==> config.mk <==
export PLATFORM = sky130hd
export DESIGN_NAME = matrix_multiply_flat
export DESIGN_NICKNAME = d
export VERILOG_FILES = /design/src/mm_pkg.sv /design/src/mm_stream_if.sv /design/src/matrix_multiply.sv /design/src/flat_wrapper.sv
export SDC_FILE = /design/constraint.sdc
export NUM_CORES = 2
export LEC_CHECK = 0
export BUFFER_PORTS_ARGS = -buffer_cell sky130_fd_sc_hd__buf_2
export CORE_MARGIN = 2
export CORE_UTILIZATION = 44
export CTS_BUF_LIST = sky130_fd_sc_hd__clkbuf_2 sky130_fd_sc_hd__clkbuf_4 sky130_fd_sc_hd__clkbuf_8
export CTS_CLUSTER_DIAMETER = 100
export DETAILED_ROUTE_END_ITERATION = 7
export GPL_TIMING_DRIVEN = 1
export SLEW_MARGIN = 20
export SYNTH_ARGS = -nofsm -noshare
export SYNTH_HDL_FRONTEND = slang
export SYNTH_SLANG_ARGS = --single-unit
export TNS_END_PERCENT = 30
==> constraint.sdc <==
create_clock -name clk -period 7.8 [get_ports clk]
set_input_delay 0.78 -clock clk [delete_from_list [all_inputs] [get_ports clk]]
set_output_delay 0.78 -clock clk [all_outputs]
set_load 0.01 [all_outputs]
==> src/mm_pkg.sv <==
// Shared constants for the matrix multiply block.
// No dependencies; compiled first.
package mm_pkg;

    localparam int OUT_WIDTH       = 34;  // signed Q18.16 result
    localparam int CFG_WIDTH       = 4;   // dimension registers
    localparam int CFG_INDEX_WIDTH = 2;
    localparam int DEF_MAX_DIM     = 8;
    localparam int DEF_ELEM_WIDTH  = 16;

    localparam logic [CFG_WIDTH-1:0] DIM_RESET = 4'd8;

    // register indexes of the configuration port
    typedef enum logic [CFG_INDEX_WIDTH-1:0] {
        REG_A_ROW_COUNT = 2'd0,
        REG_INNER_SIZE  = 2'd1,
        REG_B_COL_COUNT = 2'd2
    } mm_reg_index_t;

endpackage

==> src/mm_stream_if.sv <==
// Valid/ready request channels of the matrix multiply block.
// Depends on mm_pkg for the result width.
interface mm_elem_if #(
    parameter int ELEM_WIDTH = mm_pkg::DEF_ELEM_WIDTH
);
    logic                         valid;
    logic                         ready;
    logic signed [ELEM_WIDTH-1:0] element_value;

    modport source (output valid, output element_value, input ready);
    modport sink   (input valid, input element_value, output ready);
endinterface

interface mm_result_if;
    logic                                 valid;
    logic                                 ready;
    logic signed [mm_pkg::OUT_WIDTH-1:0]  product_value;
    logic                                 last_flag;

    modport source (output valid, output product_value, output last_flag, input ready);
    modport sink   (input valid, input product_value, input last_flag, output ready);
endinterface

==> src/matrix_multiply.sv <==
// Fixed-point matrix multiply C = A * B. Send the elements of A (a_row_count x inner_size)
// and then of B (inner_size x b_col_count), row-major, one signed Q8.8 element per request.
// The request that completes B starts the product, which leaves row-major as signed Q18.16
// results, last_flag marking the final one; no new element is taken until every result has
// been handed over to the output register. All products go through a single
// multiply-accumulate unit fed from two element memories, one term per cycle; each result
// passes the memory read, multiply and accumulate stages, then the output register. A
// dimension register of zero counts as one and anything above MAX_DIM as MAX_DIM. Sums
// beyond the 34-bit range saturate. Registers must be written only between matrices or
// between elements of a load; the block itself does not enforce this.
module matrix_multiply #(
    parameter int MAX_DIM    = mm_pkg::DEF_MAX_DIM,
    parameter int ELEM_WIDTH = mm_pkg::DEF_ELEM_WIDTH
) (
    input  logic                                  clk,
    input  logic                                  rst_n,
    input  logic                                  cfg_we,
    input  logic [mm_pkg::CFG_INDEX_WIDTH-1:0]    cfg_index,
    input  logic [mm_pkg::CFG_WIDTH-1:0]          cfg_data,
    mm_elem_if.sink                               element,
    mm_result_if.source                           result
);
    import mm_pkg::*;

    localparam int DIM_W       = $clog2(MAX_DIM + 1);
    localparam int STORE_AW    = (MAX_DIM * MAX_DIM > 1) ? $clog2(MAX_DIM * MAX_DIM) : 1;
    localparam int STORE_DEPTH = 2 ** STORE_AW;
    localparam int CNT_W       = $clog2(STORE_DEPTH + 1);
    localparam int TOT_W       = 2 * DIM_W;
    localparam int PROD_W      = 2 * ELEM_WIDTH;
    localparam int ACC_W       = PROD_W + $clog2(MAX_DIM) + 1;
    localparam int SAT_W       = (ACC_W > OUT_WIDTH) ? ACC_W : OUT_WIDTH;

    localparam logic signed [SAT_W-1:0] SAT_HI = SAT_W'({1'b0, {(OUT_WIDTH-1){1'b1}}});
    localparam logic signed [SAT_W-1:0] SAT_LO = ~SAT_HI;

    typedef enum logic [1:0] {
        ST_LOAD,   // taking A then B
        ST_ISSUE,  // one term of the current dot product per cycle
        ST_DRAIN   // wait for the sum, then hand it to the output register
    } state_t;

    // ------------------------------------------------------------------
    // Configuration registers
    // ------------------------------------------------------------------
    logic [CFG_WIDTH-1:0] a_rows_reg, inner_reg, b_cols_reg;

    always_ff @(posedge clk or negedge rst_n)
    begin
        if (!rst_n)
        begin
            a_rows_reg <= DIM_RESET;
            inner_reg  <= DIM_RESET;
            b_cols_reg <= DIM_RESET;
        end
        else if (cfg_we)
        begin
            case (cfg_index)
                REG_A_ROW_COUNT: a_rows_reg <= cfg_data;
                REG_INNER_SIZE:  inner_reg  <= cfg_data;
                REG_B_COL_COUNT: b_cols_reg <= cfg_data;
                default:         ;
            endcase
        end
    end

    // zero means one, above MAX_DIM means MAX_DIM
    logic [DIM_W-1:0] rows_c, inner_c, cols_c;

    always_comb
    begin
        if (a_rows_reg == '0)                    rows_c = DIM_W'(1);
        else if (a_rows_reg > CFG_WIDTH'(MAX_DIM)) rows_c = DIM_W'(MAX_DIM);
        else                                      rows_c = DIM_W'(a_rows_reg);
        if (inner_reg == '0)                     inner_c = DIM_W'(1);
        else if (inner_reg > CFG_WIDTH'(MAX_DIM))  inner_c = DIM_W'(MAX_DIM);
        else                                      inner_c = DIM_W'(inner_reg);
        if (b_cols_reg == '0)                    cols_c = DIM_W'(1);
        else if (b_cols_reg > CFG_WIDTH'(MAX_DIM)) cols_c = DIM_W'(MAX_DIM);
        else                                      cols_c = DIM_W'(b_cols_reg);
    end

    // ------------------------------------------------------------------
    // Control state
    // ------------------------------------------------------------------
    state_t              state_reg, state_next;
    logic                loading_b_reg, loading_b_next;
    logic [CNT_W-1:0]    count_reg, count_next;
    logic [DIM_W-1:0]    i_reg, i_next, j_reg, j_next, k_reg, k_next;
    logic [STORE_AW-1:0] a_base_reg, a_base_next, a_addr_reg, a_addr_next;
    logic [STORE_AW-1:0] b_addr_reg, b_addr_next;
    logic                rd_vld_reg, rd_first_reg, rd_last_reg;
    logic                prod_vld_reg, prod_first_reg, prod_last_reg;
    logic                acc_done_reg, acc_done_next;
    logic                out_valid_reg, out_valid_next;

    logic                load_fire;
    logic                issue;
    logic                emit;
    logic [CNT_W-1:0]    count_inc;
    logic [TOT_W-1:0]    load_total;
    logic                last_elem;

    assign element.ready = (state_reg == ST_LOAD);
    assign load_fire     = element.valid && element.ready;
    assign issue         = (state_reg == ST_ISSUE);
    assign count_inc     = count_reg + 1'b1;
    assign load_total    = loading_b_reg ? TOT_W'(inner_c) * TOT_W'(cols_c)
                                         : TOT_W'(rows_c) * TOT_W'(inner_c);
    assign last_elem     = (i_reg == rows_c - 1'b1) && (j_reg == cols_c - 1'b1);
    // sum ready and the output register free (or emptied this cycle)
    assign emit          = (state_reg == ST_DRAIN) && acc_done_reg
                           && (!out_valid_reg || result.ready);

    always_comb
    begin
        state_next     = state_reg;
        loading_b_next = loading_b_reg;
        count_next     = count_reg;
        i_next         = i_reg;
        j_next         = j_reg;
        k_next         = k_reg;
        a_base_next    = a_base_reg;
        a_addr_next    = a_addr_reg;
        b_addr_next    = b_addr_reg;
        acc_done_next  = acc_done_reg;
        out_valid_next = out_valid_reg;

        if (result.ready)
            out_valid_next = 1'b0;
        if (prod_vld_reg && prod_last_reg)
            acc_done_next = 1'b1;

        case (state_reg)
            ST_LOAD:
            begin
                if (load_fire)
                begin
                    count_next = count_inc;
                    if (32'(count_inc) >= 32'(load_total))
                    begin
                        count_next     = '0;
                        loading_b_next = !loading_b_reg;
                        if (loading_b_reg)
                        begin
                            state_next  = ST_ISSUE;
                            i_next      = '0;
                            j_next      = '0;
                            k_next      = '0;
                            a_base_next = '0;
                            a_addr_next = '0;
                            b_addr_next = '0;
                        end
                    end
                end
            end
            ST_ISSUE:
            begin
                if (k_reg == inner_c - 1'b1)
                begin
                    k_next     = '0;
                    state_next = ST_DRAIN;
                end
                else
                begin
                    k_next      = k_reg + 1'b1;
                    a_addr_next = a_addr_reg + 1'b1;
                    b_addr_next = b_addr_reg + STORE_AW'(cols_c);
                end
            end
            ST_DRAIN:
            begin
                if (emit)
                begin
                    acc_done_next  = 1'b0;
                    out_valid_next = 1'b1;
                    if (last_elem)
                        state_next = ST_LOAD;
                    else
                        state_next = ST_ISSUE;
                    if (j_reg == cols_c - 1'b1)
                    begin
                        j_next      = '0;
                        i_next      = i_reg + 1'b1;
                        a_base_next = a_base_reg + STORE_AW'(inner_c);
                        a_addr_next = a_base_reg + STORE_AW'(inner_c);
                        b_addr_next = '0;
                    end
                    else
                    begin
                        j_next      = j_reg + 1'b1;
                        a_addr_next = a_base_reg;
                        b_addr_next = STORE_AW'(j_reg + 1'b1);
                    end
                end
            end
            default:
            begin
                state_next = ST_LOAD;
            end
        endcase
    end

    always_ff @(posedge clk or negedge rst_n)
    begin
        if (!rst_n)
        begin
            state_reg      <= ST_LOAD;
            loading_b_reg  <= 1'b0;
            count_reg      <= '0;
            i_reg          <= '0;
            j_reg          <= '0;
            k_reg          <= '0;
            a_base_reg     <= '0;
            a_addr_reg     <= '0;
            b_addr_reg     <= '0;
            rd_vld_reg     <= 1'b0;
            rd_first_reg   <= 1'b0;
            rd_last_reg    <= 1'b0;
            prod_vld_reg   <= 1'b0;
            prod_first_reg <= 1'b0;
            prod_last_reg  <= 1'b0;
            acc_done_reg   <= 1'b0;
            out_valid_reg  <= 1'b0;
        end
        else
        begin
            state_reg      <= state_next;
            loading_b_reg  <= loading_b_next;
            count_reg      <= count_next;
            i_reg          <= i_next;
            j_reg          <= j_next;
            k_reg          <= k_next;
            a_base_reg     <= a_base_next;
            a_addr_reg     <= a_addr_next;
            b_addr_reg     <= b_addr_next;
            rd_vld_reg     <= issue;
            rd_first_reg   <= (k_reg == '0);
            rd_last_reg    <= (k_reg == inner_c - 1'b1);
            prod_vld_reg   <= rd_vld_reg;
            prod_first_reg <= rd_first_reg;
            prod_last_reg  <= rd_last_reg;
            acc_done_reg   <= acc_done_next;
            out_valid_reg  <= out_valid_next;
        end
    end

    // ------------------------------------------------------------------
    // Element memories, one write port (load) and one registered read
    // ------------------------------------------------------------------
    logic signed [ELEM_WIDTH-1:0] a_mem [STORE_DEPTH];
    logic signed [ELEM_WIDTH-1:0] b_mem [STORE_DEPTH];
    logic signed [ELEM_WIDTH-1:0] a_rd_reg, b_rd_reg;

    always_ff @(posedge clk)
    begin
        if (load_fire && !loading_b_reg)
            a_mem[count_reg[STORE_AW-1:0]] <= element.element_value;
        if (load_fire && loading_b_reg)
            b_mem[count_reg[STORE_AW-1:0]] <= element.element_value;
        a_rd_reg <= a_mem[a_addr_reg];
        b_rd_reg <= b_mem[b_addr_reg];
    end

    // ------------------------------------------------------------------
    // Shared multiply-accumulate and output register
    // ------------------------------------------------------------------
    logic signed [PROD_W-1:0]    prod_reg;
    logic signed [ACC_W-1:0]     acc_reg;
    logic signed [SAT_W-1:0]     acc_ext;
    logic signed [OUT_WIDTH-1:0] sat_value;
    logic signed [OUT_WIDTH-1:0] out_value_reg;
    logic                        out_last_reg;

    assign acc_ext = SAT_W'(acc_reg);

    always_comb
    begin
        if (acc_ext > SAT_HI)      sat_value = SAT_HI[OUT_WIDTH-1:0];
        else if (acc_ext < SAT_LO) sat_value = SAT_LO[OUT_WIDTH-1:0];
        else                       sat_value = acc_ext[OUT_WIDTH-1:0];
    end

    always_ff @(posedge clk)
    begin
        if (rd_vld_reg)
            prod_reg <= a_rd_reg * b_rd_reg;
        if (prod_vld_reg)
            acc_reg <= (prod_first_reg ? ACC_W'(0) : acc_reg) + ACC_W'(prod_reg);
        if (emit)
        begin
            out_value_reg <= sat_value;
            out_last_reg  <= last_elem;
        end
    end

    assign result.valid         = out_valid_reg;
    assign result.product_value = out_value_reg;
    assign result.last_flag     = out_last_reg;

endmodule
==> src/flat_wrapper.sv <==
// flat-port wrapper written by rule: the top's interface ports become plain ports
module matrix_multiply_flat import mm_pkg::*;
#(
    parameter int MAX_DIM    = mm_pkg::DEF_MAX_DIM,
    parameter int ELEM_WIDTH = mm_pkg::DEF_ELEM_WIDTH
)
  (clk, rst_n, cfg_we, cfg_index, cfg_data, element_valid, element_element_value, element_ready, result_valid, result_product_value, result_last_flag, result_ready);
  mm_elem_if #(.ELEM_WIDTH(ELEM_WIDTH)) element_i ();
  mm_result_if result_i ();
  input  logic clk;
  input  logic rst_n;
  input  logic cfg_we;
  input  logic [mm_pkg::CFG_INDEX_WIDTH-1:0] cfg_index;
  input  logic [mm_pkg::CFG_WIDTH-1:0] cfg_data;
  input wire logic [$bits(element_i.valid)-1:0] element_valid;
  input wire logic [$bits(element_i.element_value)-1:0] element_element_value;
  output wire logic [$bits(element_i.ready)-1:0] element_ready;
  output wire logic [$bits(result_i.valid)-1:0] result_valid;
  output wire logic [$bits(result_i.product_value)-1:0] result_product_value;
  output wire logic [$bits(result_i.last_flag)-1:0] result_last_flag;
  input wire logic [$bits(result_i.ready)-1:0] result_ready;
  assign element_i.valid = element_valid;
  assign element_i.element_value = element_element_value;
  assign element_ready = element_i.ready;
  assign result_valid = result_i.valid;
  assign result_product_value = result_i.product_value;
  assign result_last_flag = result_i.last_flag;
  assign result_i.ready = result_ready;
  matrix_multiply #(.MAX_DIM(MAX_DIM), .ELEM_WIDTH(ELEM_WIDTH)) u_core (.clk(clk), .rst_n(rst_n), .cfg_we(cfg_we), .cfg_index(cfg_index), .cfg_data(cfg_data), .element(element_i), .result(result_i));
endmodule
Yosys cells after proc, flatten, opt, wreduce, memory -nomap -nowiden --
Memory sizes are Yosys's and may differ from the RTL's. A register that Yosys moved wholly into a read port is not among the register bits. Cells that the tools add are included.
Word-level totals: input port bits 27, bits in registers 163, memory bits (writable) 2048, word-level logic and storage cells 140, memories kept 2
Operators by class: add/subtract/negate cells 12, reductions and logical operators 29, order comparisons 6, multipliers 3, equality and inequality tests 14, multiplexer cells 50
Memories:
- u_core.a_mem | words 64, bits a word 16, rd ports 1, clocked after Yosys merged registers in 1, write ports 1, line matrix_multiply.sv:251 | logic signed [ELEM_WIDTH-1:0] a_mem [STORE_DEPTH];
- u_core.b_mem | words 64, bits a word 16, rd ports 1, clocked after Yosys merged registers in 1, write ports 1, line matrix_multiply.sv:252 | logic signed [ELEM_WIDTH-1:0] b_mem [STORE_DEPTH];
Operator list (number):
- two-way mux 4 bit | 14
- two-way mux 6 bit | 9
- adder 36 x 32 -> 36 bit | 1
- greater-than comparator 36 x 34 -> 1 bit, second input constant | 1
- less-than comparator 36 x 34 -> 1 bit, second input constant | 1
- two-way mux 36 bit | 1
- case mux 6 bit (3 select lines) | 2
- two-way mux 34 bit | 1
- multiplier 16 x 16 -> 32 bit | 1
- case mux 4 bit (2 select lines) | 3
- logical NOT 4 bit | 4
- multiplier 4 x 4 -> 8 bit | 2
- adder 4 x 1 -> 4 bit, second input constant | 3
- adder 6 x 4 -> 6 bit | 2
- == test 4 bit | 3
- greater-than comparator 4 bit, second input constant | 3
- case mux 6 bit (2 select lines) | 1
- AND reduction 6 bit | 2
- subtractor 4 x 1 -> 4 bit, second input constant | 3
- two-way mux 1 bit | 11
- two-way mux 2 bit | 5
- != test 2 bit, second input constant | 5
- AND reduction 5 bit | 2
- >= comparator 7 x 8 -> 1 bit | 1
- other kinds (18) | 33

Longest topological paths before layout --
word-level depth 9, depth in mapped cells 27, depth with buffers taken out 25

Least setup slack after synthesis --
OpenSTA, ideal clock, no wires.
path kind reg-to-reg, from reg u_core.b_rd_reg[7], read port of u_core.b_mem, to reg u_core.prod_reg[25], data pin, library setup time 0.261 ns, buffers on the path 1, clock period less this slack 6.313 ns, data arrival time 6.052 ns, required time 7.539 ns, slack 1.487 ns, cell stages (with the launch flop) 24, path through dfxtp_1 -> clkbuf_1 -> nand2_1 -> fa_1 -> inv_1 -> fa_1 -> inv_1 -> fa_1 -> inv_1 -> fa_1 -> fa_1 -> inv_1 -> fa_1 -> inv_1 -> ha_1 -> nand3_1 -> nor2_1 -> a2111oi_0 -> a21oi_1 -> or2_2 -> a21o_1 -> a41oi_1 -> nand4_1 -> o311a_1
On the way: word-level cells in the longest chain between the ends 1
RTL lines:
- from (decl) | line matrix_multiply.sv:253 | logic signed [ELEM_WIDTH-1:0] a_rd_reg, b_rd_reg;
- multiplier 16 x 16 -> 32 bit | line matrix_multiply.sv:287 | prod_reg <= a_rd_reg * b_rd_reg;
- to (signal assigned) | line matrix_multiply.sv:287
- to (decl) | line matrix_multiply.sv:268 | logic signed [PROD_W-1:0] prod_reg;
No other way between the ends. A chain may end at the register's enable or synchronous reset.

Worst setup path in the final report --
from reg u_core.b_rd_reg[1], read port of u_core.b_mem, to reg u_core.prod_reg[31], data pin
The elaborated chain is that of the path after synthesis.

==> Flow_metrics.wiki <==
{| class="wikitable"
! Metric !! Value
|-
| Result of the run || finished, final reports clean
|-
| Post-CTS setup buffer count || 0
|-
| Multi-input logic area || 29400 um^2
|-
| Insertion delay to the later sink of the worst-skew pair || 1.08 ns
|-
| Headroom to the max-slew limit || 0.243
|-
| Fraction of layout cells with a size suffix above 1 || 0.267
|-
| WS Path Type || reg2reg
|-
| DR WL/cell || ~27 um
|-
| Clock Pin Slew Worst Setup and Hold Paths || 0.06 ns
|-
| Element type at the critical path end || flop
|-
| Number of search-and-repair iterations in the first detailed-routing pass || 5
|-
| Quantity of gates resized following cts || 0
|-
| Worst reg2reg endpoint || u_core.prod_reg[31]$_DFFE_PP_
|-
| Synth Area per Inst || ~19 um^2
|-
| Post-synth cell types || 78
|-
| Main flop type after synthesis || sky130_fd_sc_hd__edfxtp_1
|-
| Critical path's largest stage delay || 0.75 ns
|-
| Global-route wire length before repair || 349 mm
|-
| Die Area || about 230000 um^2
|-
| Total standard cell area after synthesis || 98300 um^2
|-
| Startpoint class of the critical path || flop
|-
| Async S/R FF share, synth || 0.0267
|-
| Setup slack on the worst flop-to-flop path || around 0.54 ns
|-
| Number of storage elements in the synthesis netlist || 2243
|-
| Critical Path, Cell by Cell || nand2_1 -> fa_1 -> fa_1 -> fa_1 -> inv_1 -> fa_1 -> fa_1 -> inv_1 -> fa_1 -> inv_1 -> ha_1 -> nand3_1 -> nor2_1 -> a2111oi_0 -> a21oi_1 -> o31ai_1 -> o21ai_0 -> a221oi_1 -> nand2_1 -> a21oi_1 -> xnor2_1
|-
| Required time of the critical path || approximately 8.6 ns
|-
| Count of max-cap constraint violations || 0
|-
| Hold path depth || 3
|-
| Portion of synthesized cell area occupied by the leading cell type || 0.657
|-
| Std-Cell Core Area || 222000 um^2
|-
| CP endpoint || u_core.prod_reg[31]$_DFFE_PP_
|-
| Critical Path AT || around 8 ns
|-
| Row Count || roughly 170
|-
| Synth Net Count || around 5600
|-
| I/O pins || 64
|-
| Achievable Freq || 138 MHz
|-
| Final count of pins violating max slew || 0
|-
| CTS root buffer || sky130_fd_sc_hd__clkbuf_8
|-
| Number of warnings reported in the yosys synthesis log || 0
|-
| TritonCTS clock tree || built
|-
| Combined flip-flop and latch cell area || 66800 um^2
|-
| Vertical die dimension || 477 um
|-
| Dominant cell by count in the synthesized netlist || sky130_fd_sc_hd__edfxtp_1
|-
| Maximum level of the CTS H-tree || 5
|-
| Number of buffers on the longest clock path || 4
|-
| Largest delay share family, worst path || adder cells
|-
| Hold Crit Class || in2reg
|-
| Highest net fanout along the worst path || 16
|-
| GR Overflow Total || 0
|-
| Count of buffers inserted at the top-level ports || 63
|-
| Dominant cell type by area after synthesis || sky130_fd_sc_hd__edfxtp_1
|-
| Slew @ Worst Pin || 1.14 ns
|-
| Startpoint of the lowest-slack register-to-register path || u_core.b_rd_reg[1]$_DFF_P_
|-
| Number of nets with antenna violations after routing || 0
|-
| Period minus WS final || 7.26 ns
|-
| Remaining routing DRC violations || 0
|-
| Worst R2R Path Depth || 21
|-
| HPWL after detailed placement || 143 mm
|-
| Hold Buf Count CTS || 6
|-
| Bufs and invs on worst path || 3
|-
| Number of cells on the critical path || 21
|-
| Die width || 477 um
|-
| Most area-consuming cells after synthesis || sky130_fd_sc_hd__edfxtp_1 66%, sky130_fd_sc_hd__mux4_2 15%, sky130_fd_sc_hd__fa_1 5.6%, sky130_fd_sc_hd__ha_1 2.2%, sky130_fd_sc_hd__dfrtp_1 1.5%
|-
| DRC violation total after the first TritonRoute iteration || 5101
|-
| Largest net degree at the start of global routing || approximately 110
|-
| Post-Route WL || 238 mm
|-
| Via count of the first global-routing pass || 51296
|-
| Launch point of the worst path || u_core.b_rd_reg[1]$_DFF_P_
|-
| Library cell contributing the largest single delay on the critical path || sky130_fd_sc_hd__dfxtp_1
|-
| Count of endpoints failing hold in the final timing report || 0
|-
| Area growth from synthesis to layout || 12.2%
|-
| Cell occurring most often along the worst timing path || sky130_fd_sc_hd__fa_1
|-
| Ratio of final minimum period to clock period || 0.931
|-
| Filler Cell Count || 18127
|-
| RSZ-0062 raised after global routing || no
|-
| GRT Resource Usage Total || 0.211
|-
| Instance count of the mapped netlist || between 5000 and 6000
|-
| Number of sinks handled by clock tree synthesis || between 2000 and 2500
|-
| Worst-case hold slack || 0.143 ns
|-
| Initial core utilization || 0.442
|-
| Total via count in the routed design || 49145
|-
| Sequential area share after synthesis || 0.679
|-
| Vias per std cell || between 5 and 6
|-
| Worst Skew || 0.0952 ns
|-
| List of most frequent post-synthesis cells || 2151 x sky130_fd_sc_hd__edfxtp_1, 672 x sky130_fd_sc_hd__mux4_2, 344 x sky130_fd_sc_hd__inv_1, 277 x sky130_fd_sc_hd__nor2_1, 273 x sky130_fd_sc_hd__fa_1
|-
| Number of enable-type register cells in the synthesized netlist || 2151
|-
| Final-report setup violation count || 0
|-
| Total Neg Setup Slack || 0 ns
|-
| Total Nets Final || 6012
|-
| Antenna violations before repair || 27
|-
| Routability congestion estimate from global placement || roughly 0.85
|-
| Clock buffers created by TritonCTS || 378
|}
-- kinds of logic after synthesis --
logic type	after synthesis	share of synthesized area
AOI/OAI and AO/OA	258	0.0167
xor gates and xnor gates	100	0.00891
adders and majority gates	442	0.0771
buffers and inverters	582	0.0225
DFF	2243	0.679
muxes	689	0.156
and+or+nand+nor	830	0.0396
-- area by class of cell --
cell class,instances,area share
Sequential cell,2243,0.606
Timing Repair Buffer,256,0.0175
Inverter,345,0.0117
Clock inverter,130,0.00677
Tap cell,2975,0.0338
Antenna cell,5,0.000113
Clock buffer,517,0.0580
Multi-Input combinational cell,2319,0.267
-- tightest hold or removal path, cell delays in order --
cell,delay (ns)
sky130_fd_sc_hd__buf_2,0.16
sky130_fd_sc_hd__nand3_1,0.15
sky130_fd_sc_hd__o31ai_1,0.08
-- routing by layer --
metal / vias up / global-route usage / routed length, um
li1: 20811 / - / -
met1: 26219 / 0.302 / 103000
met4: 4 / 0.0614 / 6110
met2: 1739 / 0.324 / 110000
met3: 372 / 0.0489 / 18300
met5: - / 0 / 16
-- per-stage QoR --
stage,worst slack [ns],instance area [um^2],util,std cells
after floorplan,1.49,98300,-,5144
after global placement,0.683,103000,0.464,8131
after detailed placement,0.609,103000,0.464,8131
after CTS,0.575,110000,0.496,8784
after global routing,0.110,110000,0.496,8786
final,0.540,110000,0.496,8790
-- how the worst min path moves through the flow --
stage | from | endpoint | slack, ns
2_1_floorplan | u_core.rd_first_reg$_DFF_PN0_ | u_core.prod_first_reg$_DFF_PN0_ | 0.33
3_3_place_gp | u_core.rd_last_reg$_DFF_PN0_ | u_core.prod_last_reg$_DFF_PN0_ | 0.33
3_5_place_dp | u_core.rd_first_reg$_DFF_PN0_ | u_core.prod_first_reg$_DFF_PN0_ | 0.33
4_1_cts | element_valid | u_core.count_reg[3]$_DFFE_PN0P_ | 0.03
6_report | element_valid | u_core.count_reg[3]$_DFFE_PN0P_ | 0.14
5_1_grt | element_valid | u_core.count_reg[3]$_DFFE_PN0P_ | 0.10
-- layout by cell type (no fill, tap or decap), types with 8 or more instances in the layout --
cell type                     n
sky130_fd_sc_hd__mux4_2     672
sky130_fd_sc_hd__nor2_2      24
sky130_fd_sc_hd__nand3_1     29
sky130_fd_sc_hd__clkinv_1    90
sky130_fd_sc_hd__dfrtp_4      8
sky130_fd_sc_hd__nor2_1     253
sky130_fd_sc_hd__and2_1     126
sky130_fd_sc_hd__nor3_1      14
sky130_fd_sc_hd__fa_1       273
sky130_fd_sc_hd__ha_1       169
sky130_fd_sc_hd__mux2_2      12
sky130_fd_sc_hd__nand2_1    248
sky130_fd_sc_hd__buf_2       46
sky130_fd_sc_hd__buf_4      195
sky130_fd_sc_hd__nor2b_1     48
sky130_fd_sc_hd__nand3b_1    11
sky130_fd_sc_hd__xor2_1      30
sky130_fd_sc_hd__clkbuf_8   402
sky130_fd_sc_hd__clkbuf_4   115
sky130_fd_sc_hd__dfrtp_1     49
sky130_fd_sc_hd__a21o_1      28
sky130_fd_sc_hd__edfxtp_1  2151
sky130_fd_sc_hd__or3_1       11
sky130_fd_sc_hd__dfxtp_1     32
sky130_fd_sc_hd__o21a_1       8
sky130_fd_sc_hd__clkinv_2    24
sky130_fd_sc_hd__o21ai_0     73
sky130_fd_sc_hd__a21oi_1     79
sky130_fd_sc_hd__nand2b_1    22
sky130_fd_sc_hd__xnor2_1     70
sky130_fd_sc_hd__inv_1      344
Power is not shown: default switching activity piles up to over one toggle a cycle in this logic, so the estimate is an artifact.
